==> src/rtl/jtms_pkg.sv <==
package jtms_pkg;

	// tap controller states in standard order
	localparam logic [3:0] TAP_TLR     = 4'd0;
	localparam logic [3:0] TAP_RTI     = 4'd1;
	localparam logic [3:0] TAP_SEL_DR  = 4'd2;
	localparam logic [3:0] TAP_CAP_DR  = 4'd3;
	localparam logic [3:0] TAP_SH_DR   = 4'd4;
	localparam logic [3:0] TAP_EX1_DR  = 4'd5;
	localparam logic [3:0] TAP_PAU_DR  = 4'd6;
	localparam logic [3:0] TAP_EX2_DR  = 4'd7;
	localparam logic [3:0] TAP_UPD_DR  = 4'd8;
	localparam logic [3:0] TAP_SEL_IR  = 4'd9;
	localparam logic [3:0] TAP_CAP_IR  = 4'd10;
	localparam logic [3:0] TAP_SH_IR   = 4'd11;
	localparam logic [3:0] TAP_EX1_IR  = 4'd12;
	localparam logic [3:0] TAP_PAU_IR  = 4'd13;
	localparam logic [3:0] TAP_EX2_IR  = 4'd14;
	localparam logic [3:0] TAP_UPD_IR  = 4'd15;

	// command codes
	localparam logic [2:0] FUNC_RESET  = 3'd0;
	localparam logic [2:0] FUNC_GOTO   = 3'd1;
	localparam logic [2:0] FUNC_SH_IR  = 3'd2;
	localparam logic [2:0] FUNC_SH_DR  = 3'd3;
	localparam logic [2:0] FUNC_TOGGLE = 3'd4;

	localparam int CNT_W        = 4;
	localparam int EMIT_W       = 5;
	localparam int MAX_RESULTS  = 16;
	localparam int RESET_CLOCKS = 6;

	typedef enum logic [2:0] {
		ST_IDLE,
		ST_CLOCK,
		ST_WALK_PRE,
		ST_SHIFT,
		ST_WALK_POST
	} seq_state_t;

	typedef struct packed {
		logic             load;
		logic             step;
		logic [CNT_W-1:0] count;
	} shreg_ctl_t;

	// standard tap transition
	function automatic logic [3:0] tap_next(logic [3:0] s, logic tms);
		logic [3:0] r;
		unique case (s)
			TAP_TLR:    r = tms ? TAP_TLR    : TAP_RTI;
			TAP_RTI:    r = tms ? TAP_SEL_DR : TAP_RTI;
			TAP_SEL_DR: r = tms ? TAP_SEL_IR : TAP_CAP_DR;
			TAP_CAP_DR: r = tms ? TAP_EX1_DR : TAP_SH_DR;
			TAP_SH_DR:  r = tms ? TAP_EX1_DR : TAP_SH_DR;
			TAP_EX1_DR: r = tms ? TAP_UPD_DR : TAP_PAU_DR;
			TAP_PAU_DR: r = tms ? TAP_EX2_DR : TAP_PAU_DR;
			TAP_EX2_DR: r = tms ? TAP_UPD_DR : TAP_SH_DR;
			TAP_UPD_DR: r = tms ? TAP_SEL_DR : TAP_RTI;
			TAP_SEL_IR: r = tms ? TAP_TLR    : TAP_CAP_IR;
			TAP_CAP_IR: r = tms ? TAP_EX1_IR : TAP_SH_IR;
			TAP_SH_IR:  r = tms ? TAP_EX1_IR : TAP_SH_IR;
			TAP_EX1_IR: r = tms ? TAP_UPD_IR : TAP_PAU_IR;
			TAP_PAU_IR: r = tms ? TAP_EX2_IR : TAP_PAU_IR;
			TAP_EX2_IR: r = tms ? TAP_UPD_IR : TAP_SH_IR;
			TAP_UPD_IR: r = tms ? TAP_SEL_DR : TAP_RTI;
			default:    r = TAP_TLR;
		endcase
		return r;
	endfunction

	// tms for one step of the shortest walk from s toward t
	function automatic logic walk_tms(logic [3:0] s, logic [3:0] t);
		logic       t_dr;
		logic       t_ir;
		logic       same;
		logic [3:0] base;
		logic [3:0] off;
		logic [3:0] toff;
		logic       r;
		t_dr = (t >= TAP_CAP_DR) && (t <= TAP_UPD_DR);
		t_ir = (t >= TAP_CAP_IR);
		base = (s <= TAP_UPD_DR) ? TAP_CAP_DR : TAP_CAP_IR;
		off  = s - base;
		same = (base == TAP_CAP_DR) ? t_dr : t_ir;
		// other column: an offset that matches none of the tests below
		toff = same ? (t - base) : 4'd15;
		if (s == TAP_TLR) begin
			r = 1'b0;
		end else if (s == TAP_RTI) begin
			r = 1'b1;
		end else if (s == TAP_SEL_DR) begin
			r = !t_dr;
		end else if (s == TAP_SEL_IR) begin
			r = !t_ir;
		end else begin
			unique case (off)
				4'd0:    r = (toff != 4'd1);
				4'd1:    r = 1'b1;
				4'd2:    r = !((toff >= 4'd1) && (toff <= 4'd4));
				4'd3:    r = 1'b1;
				4'd4:    r = !((toff >= 4'd1) && (toff <= 4'd3));
				default: r = (t != TAP_RTI);
			endcase
		end
		return r;
	endfunction

endpackage

==> src/rtl/jtms_shreg.sv <==
module jtms_shreg (
	input  logic               clk,
	input  logic               arst_n,
	input  jtms_pkg::shreg_ctl_t ctl,
	input  logic [7:0]         load_data,
	output logic               bit_out,
	output logic               last_bit
);
	import jtms_pkg::*;

	logic [7:0]       data_q;
	logic [CNT_W-1:0] count_q;

	// data goes out lsb first, zeros fill from the top
	always_ff @(posedge clk) begin
		if (ctl.load) begin
			data_q <= load_data;
		end else if (ctl.step) begin
			data_q <= {1'b0, data_q[7:1]};
		end
	end

	always_ff @(posedge clk or negedge arst_n) begin
		if (!arst_n) begin
			count_q <= '0;
		end else if (ctl.load) begin
			count_q <= ctl.count;
		end else if (ctl.step && count_q != '0) begin
			count_q <= count_q - CNT_W'(1);
		end
	end

	assign bit_out  = data_q[0];
	assign last_bit = (count_q == CNT_W'(1));

endmodule

==> src/rtl/jtms_tap.sv <==
module jtms_tap (
	input  logic       clk,
	input  logic       arst_n,
	input  logic       step,
	input  logic       tms_in,
	input  logic [3:0] goal,
	output logic [3:0] state,
	output logic       walk_bit
);
	import jtms_pkg::*;

	logic [3:0] state_q;

	always_ff @(posedge clk or negedge arst_n) begin
		if (!arst_n) begin
			state_q <= TAP_TLR;
		end else if (step) begin
			state_q <= tap_next(state_q, tms_in);
		end
	end

	assign state    = state_q;
	assign walk_bit = walk_tms(state_q, goal);

endmodule

==> src/rtl/jtag_tap_master_sequencer_core.sv <==
// jtag tap master sequencer
// input channel (in_valid/in_ready) takes one command: func, target_state,
// tdi_bits, bit_count, final_chunk. output channel (out_valid/out_ready)
// gives one transfer per tck cycle with tms, tdi and last, last marking the
// final cycle of the command. a command yields at most 16 transfers; tck cycles
// beyond that are dropped and the tracked tap state follows only the ones sent.
// the first result is registered after the command transfer; a shift that
// already sits in its shift state first confirms that state with no result.
// every shift confirms its shift state before the data, and a walk to the
// current state or an unknown func yields no result. the rate is one tck cycle per
// clock while the receiver takes each result, but for the step that confirms the
// shift state; it is set by the bit-serial data shifter and the one-step tap walk
// logic. in_ready is high only while the sequencer is idle; a pending last result
// may still wait in the output register while the next command is taken.
// a stalled receiver holds the output register and keeps the sequencer from producing new results.
// reset puts the tracked tap state in test-logic-reset and empties the
// output register. commands that yield nothing (unknown func, or a walk to
// the current state) are taken and leave the state unchanged.
module jtag_tap_master_sequencer_core #(
	parameter int CHUNK_BITS = 8
) (
	input  logic       clk,
	input  logic       arst_n,
	input  logic       in_valid,
	output logic       in_ready,
	input  logic [2:0] func,
	input  logic [3:0] target_state,
	input  logic [7:0] tdi_bits,
	input  logic [3:0] bit_count,
	input  logic       final_chunk,
	output logic       out_valid,
	input  logic       out_ready,
	output logic       tms,
	output logic       tdi,
	output logic       last
);
	import jtms_pkg::*;

	// largest count the 4-bit field can ask for after clamping
	localparam logic [CNT_W-1:0] CLAMP_HI = CNT_W'((CHUNK_BITS > 15) ? 15 : CHUNK_BITS);

	seq_state_t        state_q, state_d;
	logic [3:0]        goal_q;      // end state of the command
	logic [3:0]        shift_st_q;  // shift state of the scanned register
	logic              leave_q;     // final chunk leaves the shift state
	logic [EMIT_W-1:0] emit_cnt_q;

	logic              out_valid_q;
	logic              tms_q;
	logic              tdi_q;
	logic              last_q;

	logic              in_fire;
	logic              can_emit;
	logic              emit;
	logic              emit_tms;
	logic              emit_tdi;
	logic              emit_end;
	logic              res_last;
	logic [CNT_W-1:0]  n_clamped;

	shreg_ctl_t        sh_ctl;
	logic              sh_bit;
	logic              sh_last;

	logic [3:0]        tap_st;
	logic [3:0]        walk_goal;
	logic              walk_bit;

	assign in_ready = (state_q == ST_IDLE);
	assign in_fire  = in_valid && in_ready;
	assign can_emit = !out_valid_q || out_ready;

	// bit count clamped to 1..chunk size, at most 15
	always_comb begin
		n_clamped = (bit_count > CLAMP_HI) ? CLAMP_HI : bit_count;
		if (n_clamped == '0) begin
			n_clamped = CNT_W'(1);
		end
	end

	// the walk logic aims at the shift state before data, else at the end state
	assign walk_goal = (state_q == ST_WALK_PRE) ? shift_st_q : goal_q;

	// sequencer: next state and the tck cycle to produce
	always_comb begin
		state_d    = state_q;
		emit       = 1'b0;
		emit_tms   = 1'b0;
		emit_tdi   = 1'b0;
		emit_end   = 1'b0;
		sh_ctl     = '0;
		unique case (state_q)
			ST_IDLE: begin
				if (in_valid) begin
					unique case (func)
						FUNC_RESET: begin
							sh_ctl.load  = 1'b1;
							sh_ctl.count = CNT_W'(RESET_CLOCKS);
							state_d      = ST_CLOCK;
						end
						FUNC_TOGGLE: begin
							sh_ctl.load  = 1'b1;
							sh_ctl.count = n_clamped;
							state_d      = ST_CLOCK;
						end
						FUNC_GOTO: begin
							state_d = ST_WALK_POST;
						end
						FUNC_SH_IR, FUNC_SH_DR: begin
							sh_ctl.load  = 1'b1;
							sh_ctl.count = n_clamped;
							state_d      = ST_WALK_PRE;
						end
						default: begin
							state_d = ST_IDLE;
						end
					endcase
				end
			end
			ST_CLOCK: begin
				emit     = can_emit;
				emit_tms = 1'b1;
				emit_end = sh_last;
			end
			ST_WALK_PRE: begin
				if (tap_st == shift_st_q) begin
					state_d = ST_SHIFT;
				end else begin
					emit     = can_emit;
					emit_tms = walk_bit;
				end
			end
			ST_SHIFT: begin
				emit     = can_emit;
				emit_tms = leave_q && sh_last;
				emit_tdi = sh_bit;
				// an end state of exit1 needs no walk after the data
				emit_end = sh_last && (!leave_q || tap_next(tap_st, 1'b1) == goal_q);
				sh_ctl.step = can_emit;
				if (can_emit && sh_last) begin
					state_d = ST_WALK_POST;
				end
			end
			ST_WALK_POST: begin
				if (tap_st == goal_q) begin
					state_d = ST_IDLE;
				end else begin
					emit     = can_emit;
					emit_tms = walk_bit;
					emit_end = (tap_next(tap_st, walk_bit) == goal_q);
				end
			end
			default: begin
				state_d = ST_IDLE;
			end
		endcase
		if (state_q == ST_CLOCK) begin
			sh_ctl.step = can_emit;
		end
		// the last cycle of a command, natural or cut at the result limit
		res_last = emit_end || (emit_cnt_q == EMIT_W'(MAX_RESULTS - 1));
		if (emit && res_last) begin
			state_d = ST_IDLE;
		end
	end

	always_ff @(posedge clk or negedge arst_n) begin
		if (!arst_n) begin
			state_q <= ST_IDLE;
		end else begin
			state_q <= state_d;
		end
	end

	// command fields captured at the transfer
	always_ff @(posedge clk or negedge arst_n) begin
		if (!arst_n) begin
			goal_q     <= TAP_TLR;
			shift_st_q <= TAP_SH_DR;
			leave_q    <= 1'b0;
			emit_cnt_q <= '0;
		end else if (in_fire) begin
			goal_q     <= target_state;
			shift_st_q <= (func == FUNC_SH_IR) ? TAP_SH_IR : TAP_SH_DR;
			leave_q    <= final_chunk &&
				(target_state != ((func == FUNC_SH_IR) ? TAP_SH_IR : TAP_SH_DR));
			emit_cnt_q <= '0;
		end else if (emit) begin
			emit_cnt_q <= emit_cnt_q + EMIT_W'(1);
		end
	end

	// output register, parts the sequencer from the receiver
	always_ff @(posedge clk or negedge arst_n) begin
		if (!arst_n) begin
			out_valid_q <= 1'b0;
		end else if (emit) begin
			out_valid_q <= 1'b1;
		end else if (out_ready) begin
			out_valid_q <= 1'b0;
		end
	end

	always_ff @(posedge clk) begin
		if (emit) begin
			tms_q  <= emit_tms;
			tdi_q  <= emit_tdi;
			last_q <= res_last;
		end
	end

	assign out_valid = out_valid_q;
	assign tms       = tms_q;
	assign tdi       = tdi_q;
	assign last      = last_q;

	jtms_shreg u_shreg (
		.clk       (clk),
		.arst_n    (arst_n),
		.ctl       (sh_ctl),
		.load_data (tdi_bits),
		.bit_out   (sh_bit),
		.last_bit  (sh_last)
	);

	jtms_tap u_tap (
		.clk      (clk),
		.arst_n   (arst_n),
		.step     (emit),
		.tms_in   (emit_tms),
		.goal     (walk_goal),
		.state    (tap_st),
		.walk_bit (walk_bit)
	);

	// a cycle marked last ends the command
	a_last_ends: assert property (@(posedge clk) disable iff (!arst_n)
		emit && res_last |=> state_q == ST_IDLE)
		else $error("sequencer busy after last cycle");

	// never more cycles than the result limit
	a_emit_cap: assert property (@(posedge clk) disable iff (!arst_n)
		emit_cnt_q <= EMIT_W'(MAX_RESULTS))
		else $error("result limit exceeded");

	// a reset command starts with tms-high clocks
	a_reset_cmd: assert property (@(posedge clk) disable iff (!arst_n)
		in_fire && func == FUNC_RESET |=> state_q == ST_CLOCK && emit_cnt_q == '0)
		else $error("reset command not started");

	// data bits keep coming until the shifter runs out
	a_shift_hold: assert property (@(posedge clk) disable iff (!arst_n)
		state_q == ST_SHIFT && emit && !sh_last && !res_last |=> state_q == ST_SHIFT)
		else $error("shift left early");

	// a new output transfer is only produced while a command is running
	a_emit_busy: assert property (@(posedge clk) disable iff (!arst_n)
		emit |-> state_q != ST_IDLE && can_emit)
		else $error("cycle produced while idle or stalled");

endmodule
==> config.mk <==
export PLATFORM = sky130hd
export DESIGN_NAME = jtag_tap_master_sequencer_core
export DESIGN_NICKNAME = d
export VERILOG_FILES = /design/src/rtl/jtms_pkg.sv /design/src/rtl/jtms_shreg.sv /design/src/rtl/jtms_tap.sv /design/src/rtl/jtag_tap_master_sequencer_core.sv
export SDC_FILE = /design/constraint.sdc
export NUM_CORES = 1
export LEC_CHECK = 0
export BUFFER_PORTS_ARGS = -buffer_cell sky130_fd_sc_hd__buf_4
export CORE_MARGIN = 8
export CORE_UTILIZATION = 50
export DETAILED_ROUTE_END_ITERATION = 6
export PLACE_DENSITY = 0.69
export SKIP_LAST_GASP = 1
export SLEW_MARGIN = 15
export SYNTH_ARGS = -nofsm -noshare
export SYNTH_HDL_FRONTEND = slang
export SYNTH_HIERARCHICAL = 1
export SYNTH_SLANG_ARGS = --single-unit
==> constraint.sdc <==
create_clock -name clk -period 7.5 [get_ports clk]
set_clock_uncertainty 0.15 [all_clocks]
set_input_delay 0.75 -clock clk [delete_from_list [all_inputs] [get_ports clk]]
set_output_delay 0.75 -clock clk [all_outputs]
set_load 0.02 [all_outputs]
==> key figures, run 1 <==
Outcome
  – Outcome: completed

STA
  – Tmin final: 4860 ps
  – Maximum frequency from static timing analysis: 206 MHz
  – Total negative slack: 0 ps
  – Worst slew slack as a fraction of its limit: 0.384
  – Final period utilization: 0.648
  – Setup Viol. Count Final: 0
  – RSZ-0062 raised after global routing: no
  – Final Hold Vio Count: 0
  – Worst-Margin Slew: 914 ps
  – Worst hold margin: 202 ps
  – Final number of max-transition violations: 0

Floorplan
  – X dimension of the die: 93.9 um
  – DIE AREA: 8830 um^2
  – Height of the die: 93.9 um
  – Starting density of the core: 0.516
  – Number of placement rows: 28
  – Count of pins on the block boundary: 29
  – Core area: 5890 um^2

Logic synthesis
  – Net count of the mapped netlist: 388
  – Async SR Flop Fraction: 0.686
  – Synthesized instance count: 356
  – Sequential share of the synthesized area: 0.307
  – Predominant post-synthesis flop cell: sky130_fd_sc_hd__dfrtp_1
  – Leading area contributor after synthesis: sky130_fd_sc_hd__dfrtp_1
  – Number of distinct library cell variants in the gate-level netlist after synthesis: 72
  – Cell area after technology mapping: 3040 um^2
  – Average cell area after synthesis: 8.53 um^2
  – Dominant cells by area after synthesis: sky130_fd_sc_hd__dfrtp_1 19%, sky130_fd_sc_hd__edfxtp_1 11%, sky130_fd_sc_hd__nand2_1 4.7%
  – Number of enable-type register cells in the synthesized netlist: 11
  – Commonest cells in the synthesized netlist: 38 x sky130_fd_sc_hd__nand2_1, 23 x sky130_fd_sc_hd__a21oi_1, 23 x sky130_fd_sc_hd__dfrtp_1, 23 x sky130_fd_sc_hd__o21ai_0, 21 x sky130_fd_sc_hd__inv_1
  – Synth top area share: 0.189
  – Total of flip-flops plus latches after synthesis: 35
  – Most used standard cell by instance count after synthesis: sky130_fd_sc_hd__nand2_1
  – Synth warnings: 6

Routing
  – Highest metal layer with signal wires: met4
  – Via Count: 2,656
  – DRC violations left: 0
  – Number of detailed-routing iterations run before antenna repair: 4
  – Number of nets with antenna violations after detailed routing: 0
  – Initial detailed-routing violation count: 166
  – Total met3 wirelength after detailed routing: 270 um
  – Final routed wirelength across all metal layers: 7190 um
  – Length of routed wiring on met1: 3430 um
  – Wire length on met2: 3440 um
  – Routed wire per std cell: 16.1 um
  – Via density: 5.96

Hold path
  – Min-Delay Path Class: in -> async

Place
  – Detailed placement HPWL: 5050 um
  – Number of placed instances with taps included: 438
  – Final RePlAce weighted congestion: 0.879
  – Cell Area, Placed: 3220 um^2
  – Port bufs: 28

Critical path
  – Worst reg-to-reg path cell count: 18
  – Required time at the worst-slack endpoint: 7510 ps
  – Crit path max fanout: 15
  – Reg-to-reg slack, setup: 2640 ps
  – Type of origin of the critical path: flop
  – Crit path arrival time: 4870 ps
  – Launching point of the worst reg2reg path: state_q[1]$_DFFE_PN0P_
  – Startpoint-to-endpoint class of the critical path: reg -> reg
  – Reg-to-reg critical path endpoint: state_q[0]$_DFFE_PN0P_
  – Critical path capture point type: flop

Clock network
  – Number of buffers on the longest clock path: 2
  – Htree depth: 2
  – Clk pin slew, worst setup/hold paths: 80 ps
  – Insertion delay to the later sink of the worst-skew pair: 290 ps
  – CTS Root Buffer Type: sky130_fd_sc_hd__clkbuf_8
  – Post-cts gate resize count: 0
  – Number of setup buffers added after CTS: 0
  – CTS tree: yes
  – CTS Sinks: 35
  – Clock buffers created by TritonCTS: 5
  – Number of buffers added to fix hold violations after cts: 0

GRT
  – Wire length of the first global-routing pass: 12,000 um
  – Pin count of the biggest net entering global routing: 40
  – Antenna violations before repair: 0
  – Total routing usage reported by global routing: 0.166
  – Number of global-route vias before repair: 2,474
  – Total congestion overflow after global routing: 0

Power and ir drop
  – Ratio of total power to cell area: 455 nW/um^2
  – Total leakage power: 0.00133 uW
  – IR drop worst, VDD: 0.226 mV

Final layout
  – Count of inserted antenna diode cells: 0
  – Design Area, Final: 3330 um^2
  – Layout area overhead: 9.68%
  – Net count reported at finish: 402
  – Share of cells above drive strength 1: 0.173
  – Number of non-filler instances in the completed layout: 446

Job
  – Maximum capacitance violations: 0
## worst max-delay path by stage
stage,from,endpoint,slack [ps],cells after the start
after floorplan,state_q[2]$_DFFE_PN0P_,u_tap/state[1]$_DFFE_PN0P_,3310,17
after global placement,state_q[1]$_DFFE_PN0P_,state_q[0]$_DFFE_PN0P_,2920,18
after detailed placement,state_q[1]$_DFFE_PN0P_,state_q[0]$_DFFE_PN0P_,2680,18
after CTS,state_q[1]$_DFFE_PN0P_,state_q[0]$_DFFE_PN0P_,2640,18
after global routing,state_q[1]$_DFFE_PN0P_,state_q[0]$_DFFE_PN0P_,2210,18
final,state_q[1]$_DFFE_PN0P_,state_q[0]$_DFFE_PN0P_,2640,18
## logic make-up after synthesis
group / Yosys count / share of synthesized area
and+or+nand+nor: 135 / 0.253
AOI/OAI and AO/OA: 103 / 0.241
buffers and inverters: 48 / 0.0799
DFF: 35 / 0.307
xor gates and xnor gates: 15 / 0.0432
muxes: 12 / 0.0424
adders and majority gates: 8 / 0.0330
## metal layers
metal,vias to the layer above,track usage
met3,4,0.0296
li1,1337,-
met2,47,0.269
met5,-,0
met4,0,0.0357
met1,1268,0.223
## power by group
group	leakage [uW]	internal [uW]	switching, uW
Sequential	0.000408	300	79.9
Combinational	0.000858	394	578
Clock	0.0000594	94.1	70.2
## worst max-delay path: stages (launching register included)
cell and delay [ps]:
sky130_fd_sc_hd__dfrtp_1 560, sky130_fd_sc_hd__nor3b_1 590, sky130_fd_sc_hd__nand2_1 160, sky130_fd_sc_hd__o21ai_0 240, sky130_fd_sc_hd__inv_1 140, sky130_fd_sc_hd__ha_1 240
sky130_fd_sc_hd__inv_1 80, sky130_fd_sc_hd__ha_1 160, sky130_fd_sc_hd__xor2_1 90, sky130_fd_sc_hd__or4b_1 540, sky130_fd_sc_hd__o211ai_1 120, sky130_fd_sc_hd__a211oi_1 100
sky130_fd_sc_hd__buf_4 200, sky130_fd_sc_hd__nor2b_1 180, sky130_fd_sc_hd__a311o_1 380, sky130_fd_sc_hd__nor4_2 290, sky130_fd_sc_hd__nand4b_2 190, sky130_fd_sc_hd__a31oi_4 240
sky130_fd_sc_hd__nor4_2 80
## layout by cell type, fill, tap and decap left out, types with 4 or more instances in the layout
master                     synthesis  layout
sky130_fd_sc_hd__a21o_1            4       4
sky130_fd_sc_hd__o21ai_0          23      23
sky130_fd_sc_hd__mux2i_1           5       5
sky130_fd_sc_hd__edfxtp_1         11      11
sky130_fd_sc_hd__nor2_1           19      19
sky130_fd_sc_hd__nand2_1          38      38
sky130_fd_sc_hd__clkbuf_8          0       6
sky130_fd_sc_hd__mux2_2            7       7
sky130_fd_sc_hd__nor2b_1          10      10
sky130_fd_sc_hd__and2_1            5       5
sky130_fd_sc_hd__buf_4             3      33
sky130_fd_sc_hd__inv_1            21      21
sky130_fd_sc_hd__a211oi_1          4       4
sky130_fd_sc_hd__xnor2_1          10      10
sky130_fd_sc_hd__dfrtp_1          23      23
sky130_fd_sc_hd__nand3_1           8       8
sky130_fd_sc_hd__o211ai_1          4       4
sky130_fd_sc_hd__nand2b_1          4       4
sky130_fd_sc_hd__xor2_1            5       5
sky130_fd_sc_hd__nor3b_1           7       7
sky130_fd_sc_hd__a31oi_1           5       5
sky130_fd_sc_hd__ha_1              8       8
sky130_fd_sc_hd__nor3_1            9       9
sky130_fd_sc_hd__o31ai_1           4       4
sky130_fd_sc_hd__a21oi_1          23      23
sky130_fd_sc_hd__or3_1             4       4
## layout make-up
cell class	instances	area (um^2)
clock buffer	7	108
clock inverter	1	5.00
fill	547	2550
inverter	22	82.6
multi-input combinational	273	1860
sequential	35	932
tap	75	93.8
timing repair buffer	33	248
## registers in the layout, summed over array words and instances (netlist names)
| name | count |
|---|---|
| tms | 1 |
| out_valid | 1 |
| leave_q | 1 |
| u_shreg/count_q | 4 |
| last | 1 |
| goal_q | 4 |
| u_shreg/data_q | 8 |
| state_q | 3 |
| tdi | 1 |
| shift_st_q | 2 |
| emit_cnt_q | 5 |
| u_tap/state | 4 |
## through the flow
step                setup WS [ps]  utilization  total power (uW)
detailed placement           2680        0.547              1350
global placement             2920        0.547              1330
CTS                          2640        0.566              1520
floorplan                    3310            -              1170
global route                 2210        0.566              1650
finish                       2640        0.566              1520
Note: power is estimated with default switching activity, not from simulation.
==> inputs of run 2 (changes only) <==
--- a/config.mk
+++ b/config.mk
@@ -9,7 +9,7 @@
 export CORE_MARGIN = 8
 export CORE_UTILIZATION = 50
 export DETAILED_ROUTE_END_ITERATION = 6
-export PLACE_DENSITY = 0.69
+export PLACE_DENSITY = 0.72
 export SKIP_LAST_GASP = 1
 export SLEW_MARGIN = 15
 export SYNTH_ARGS = -nofsm -noshare
==> constraint.sdc (replaced) <==
create_clock -name clk -period 4.1 [get_ports clk]
set_clock_uncertainty 0.15 [all_clocks]
set_input_delay 0.41 -clock clk [delete_from_list [all_inputs] [get_ports clk]]
set_output_delay 0.41 -clock clk [all_outputs]
set_load 0.02 [all_outputs]
==> run 2 against run 1 <==
Net effect:
- core utilization up 3.7 points
- die area unchanged
- first-iteration DRC count down 26%
- wire length up 6.4%
- via count up 6.4%
- worst setup slack worse by 2500 ps
- maximum frequency up 22%
- largest power group unchanged
==> key figures, run 2 (synthesis results as in run 1) <==
Place
  – Worst slack, placed: 10.4 ps (-2670 ps)
  – Final RePlAce weighted congestion: 0.887 (+0.89%)
  – Detailed placement HPWL: 5190 um (+2.7%)
  – Port bufs: 28 (unchanged)
  – Number of placed instances with taps included: 450 (+2.7%)

Routing
  – Routed wire per std cell: 16.4 um (+1.6%)
  – Via density: 6.05 (+1.6%)
  – Final routed wirelength across all metal layers: 7650 um (+6.4%)
  – Via Count: 2,826 (+6.4%)
  – DRC violations left: 0 (unchanged)
  – Initial detailed-routing violation count: 123 (-26%)
  – Number of nets with antenna violations after detailed routing: 0 (unchanged)
  – Number of detailed-routing iterations run before antenna repair: 6 (+2)

Final layout
  – Area occupied by multi-input gates: 1950 um^2 (+4.9%)
  – Register bank with the most flops: u_shreg/data_q
  – Layout area overhead: 16.8%
  – Share of cells above drive strength 1: 0.253 (+0.0800)
  – FF/Latch Area: 932 um^2 (unchanged)
  – Layout filler cell count: 533 (-2.6%)
  – Number of non-filler instances in the completed layout: 467 (+4.7%)
  – Net count reported at finish: 423 (+5.2%)
  – Regs by FF count: u_shreg/data_q: 8 flops, emit_cnt_q: 5 flops
  – Largest register FFs: 8 (unchanged)
  – Leading cell types in the layout, fill and taps excluded: 52 x sky130_fd_sc_hd__buf_4, 37 x sky130_fd_sc_hd__nand2_1, 23 x sky130_fd_sc_hd__dfrtp_1, 21 x sky130_fd_sc_hd__a21oi_1
  – Count of inserted antenna diode cells: 0 (unchanged)
  – Utilization after layout: 0.603 (+0.0370)
  – Most common library cell in the layout ignoring fill and taps: sky130_fd_sc_hd__buf_4

Clock network
  – CTS Root Buffer Type: sky130_fd_sc_hd__clkbuf_8
  – Clock buffers created by TritonCTS: 5 (unchanged)
  – Number of buffers on the longest clock path: 2 (unchanged)
  – CTS tree: yes
  – Insertion delay to the later sink of the worst-skew pair: 290 ps (about the same)
  – CTS Sinks: 35 (unchanged)
  – Clk pin slew, worst setup/hold paths: 70 ps (about the same)
  – Htree depth: 2 (unchanged)

Job
  – Maximum capacitance violations: 0 (unchanged)

Floorplan
  – DIE AREA: 8830 um^2 (unchanged)
  – X dimension of the die: 93.9 um (unchanged)
  – Height of the die: 93.9 um (unchanged)
  – Count of pins on the block boundary: 29 (unchanged)
  – Core area: 5890 um^2 (unchanged)
  – Number of placement rows: 28 (unchanged)
  – Starting density of the core: 0.516 (unchanged)

Critical path
  – Critical path capture point type: flop
  – Crit path max fanout: 5 (-10)
  – Type of origin of the critical path: flop
  – Worst path bufs/invs: 3 (unchanged)
  – Cell mode on critical path: sky130_fd_sc_hd__ha_2
  – Crit-path max cell delay: 520 ps (-70 ps)
  – CP max-delay cell: sky130_fd_sc_hd__or4b_1
  – Critical path, cell by cell: nor3b_4 > nand2_2 > o21ai_2 > inv_1 > ha_2 > inv_2 > ha_2 > or4b_1 > o211ai_1 > a211oi_2 > buf_4 > nor2b_4 > a311o_1 > nor4_4 > nand4b_4 > a31oi_4 > a2111oi_4
  – Category of cells accounting for the largest share of critical-path delay: simple AND/OR/NAND/NOR gates
  – Startpoint-to-endpoint class of the critical path: reg -> reg
  – Crit path arrival time: 3980 ps (-890 ps)
  – Required time at the worst-slack endpoint: 4110 ps (-3400 ps)

STA
  – Maximum frequency from static timing analysis: 252 MHz (+22%)
  – Final number of max-transition violations: 0 (unchanged)
  – Final Hold Vio Count: 0 (unchanged)
  – Worst-Margin Slew: 661 ps (-253 ps)
  – RSZ-0062 raised after global routing: yes
  – Tmin final: 3970 ps (-885 ps)
  – Final period utilization: 0.969 (+0.321)
  – Setup Viol. Count Final: 0 (unchanged)
  – Worst hold margin: 205 ps (+2.51 ps)
  – Worst slew slack as a fraction of its limit: 0.559 (+0.174)
  – Slack of the critical path: 127 ps (-2510 ps)

GRT
  – Total congestion overflow after global routing: 0 (unchanged)
  – Wire length of the first global-routing pass: 12,200 um (+1.5%)
  – Pin count of the biggest net entering global routing: 40 (unchanged)
  – Total routing usage reported by global routing: 0.171 (+0.00482)
  – Number of global-route vias before repair: 2,608 (+5.4%)
  – Antenna violations before repair: 0 (unchanged)

Power and ir drop
  – IR drop worst, VDD: 0.558 mV (+150%)
  – Ratio of total power to cell area: 848 nW/um^2 (+86%)
  – Total leakage power: 0.00143 uW (+8.0%)
  – Overall power consumption: 3010 uW (+98%)

Hold path
  – Min-Delay Path Class: in -> reg

Outcome
  – Outcome: completed
run 2: final timing paths:
| kind | start | endpoint | slack [ps] | depth (start not counted) |
|---|---|---|---|---|
| max | state_q[2]$_DFFE_PN0P_ | state_q[1]$_DFFE_PN0P_ | 130 | 17 |
| min | target_state[3] | goal_q[3]$_DFFE_PN0P_ | 200 | 3 |
| max reg2reg | state_q[2]$_DFFE_PN0P_ | state_q[1]$_DFFE_PN0P_ | 130 | 17 |
| min reg2reg | emit_cnt_q[3]$_DFFE_PN0P_ | emit_cnt_q[3]$_DFFE_PN0P_ | 340 | 1 |
| max in group asynchronous | arst_n | shift_st_q[2]$_DFFE_PN1P_ | 3100 | 2 |
| min in group asynchronous | arst_n | out_valid$_DFFE_PN0P_ | 400 | 2 |
run 2: per-layer routing:
| metal | GRT usage | wire length, um |
|---|---|---|
| met1 | 0.219 | 3480 |
| met2 | 0.274 | 3730 |
| met3 | 0.0280 | 312 |
| met4 | 0.0766 | 120 |
| met5 | 0 | 0 |
run 2: area by class of cell:
cell class,instances,share of cell area
multi-input cells,273,0.551
clock inverters,1,0.00141
clock buffers,7,0.0215
flip-flops and latches,35,0.263
repair buffers,54,0.114
well taps,75,0.0264
inverters,22,0.0233
run 2: power breakdown:
part | internal [uW] | switching (uW) | total (uW) | leakage (uW)
clock network | 119 | 124 | 243 | 0.0000422
registers | 550 | 104 | 654 | 0.000408
logic | 894 | 1220 | 2110 | 0.000982
total | 1560 | 1450 | 3010 | 0.00143
run 2: tightest hold or removal path: stages:
cell                      delay (ps)
sky130_fd_sc_hd__buf_4           100
sky130_fd_sc_hd__nand2_1          50
sky130_fd_sc_hd__nand2_1          50
run 2: timing repair:
item	CTS	global route
buffers inserted	1	6
gates cloned	0	1
hold buffers	1	0
gates resized for setup	0	25
setup endpoints to repair	3	6
endpoints found under the hold margin	23	0
pin swaps	1	14
run 2: per-stage QoR:
step	instance area (um^2)	TNS (ps)
detailed placement	3310	0
floorplan	3040	0
global placement	3310	0
CTS	3410	0
finish	3550	0
global route	3550	-233
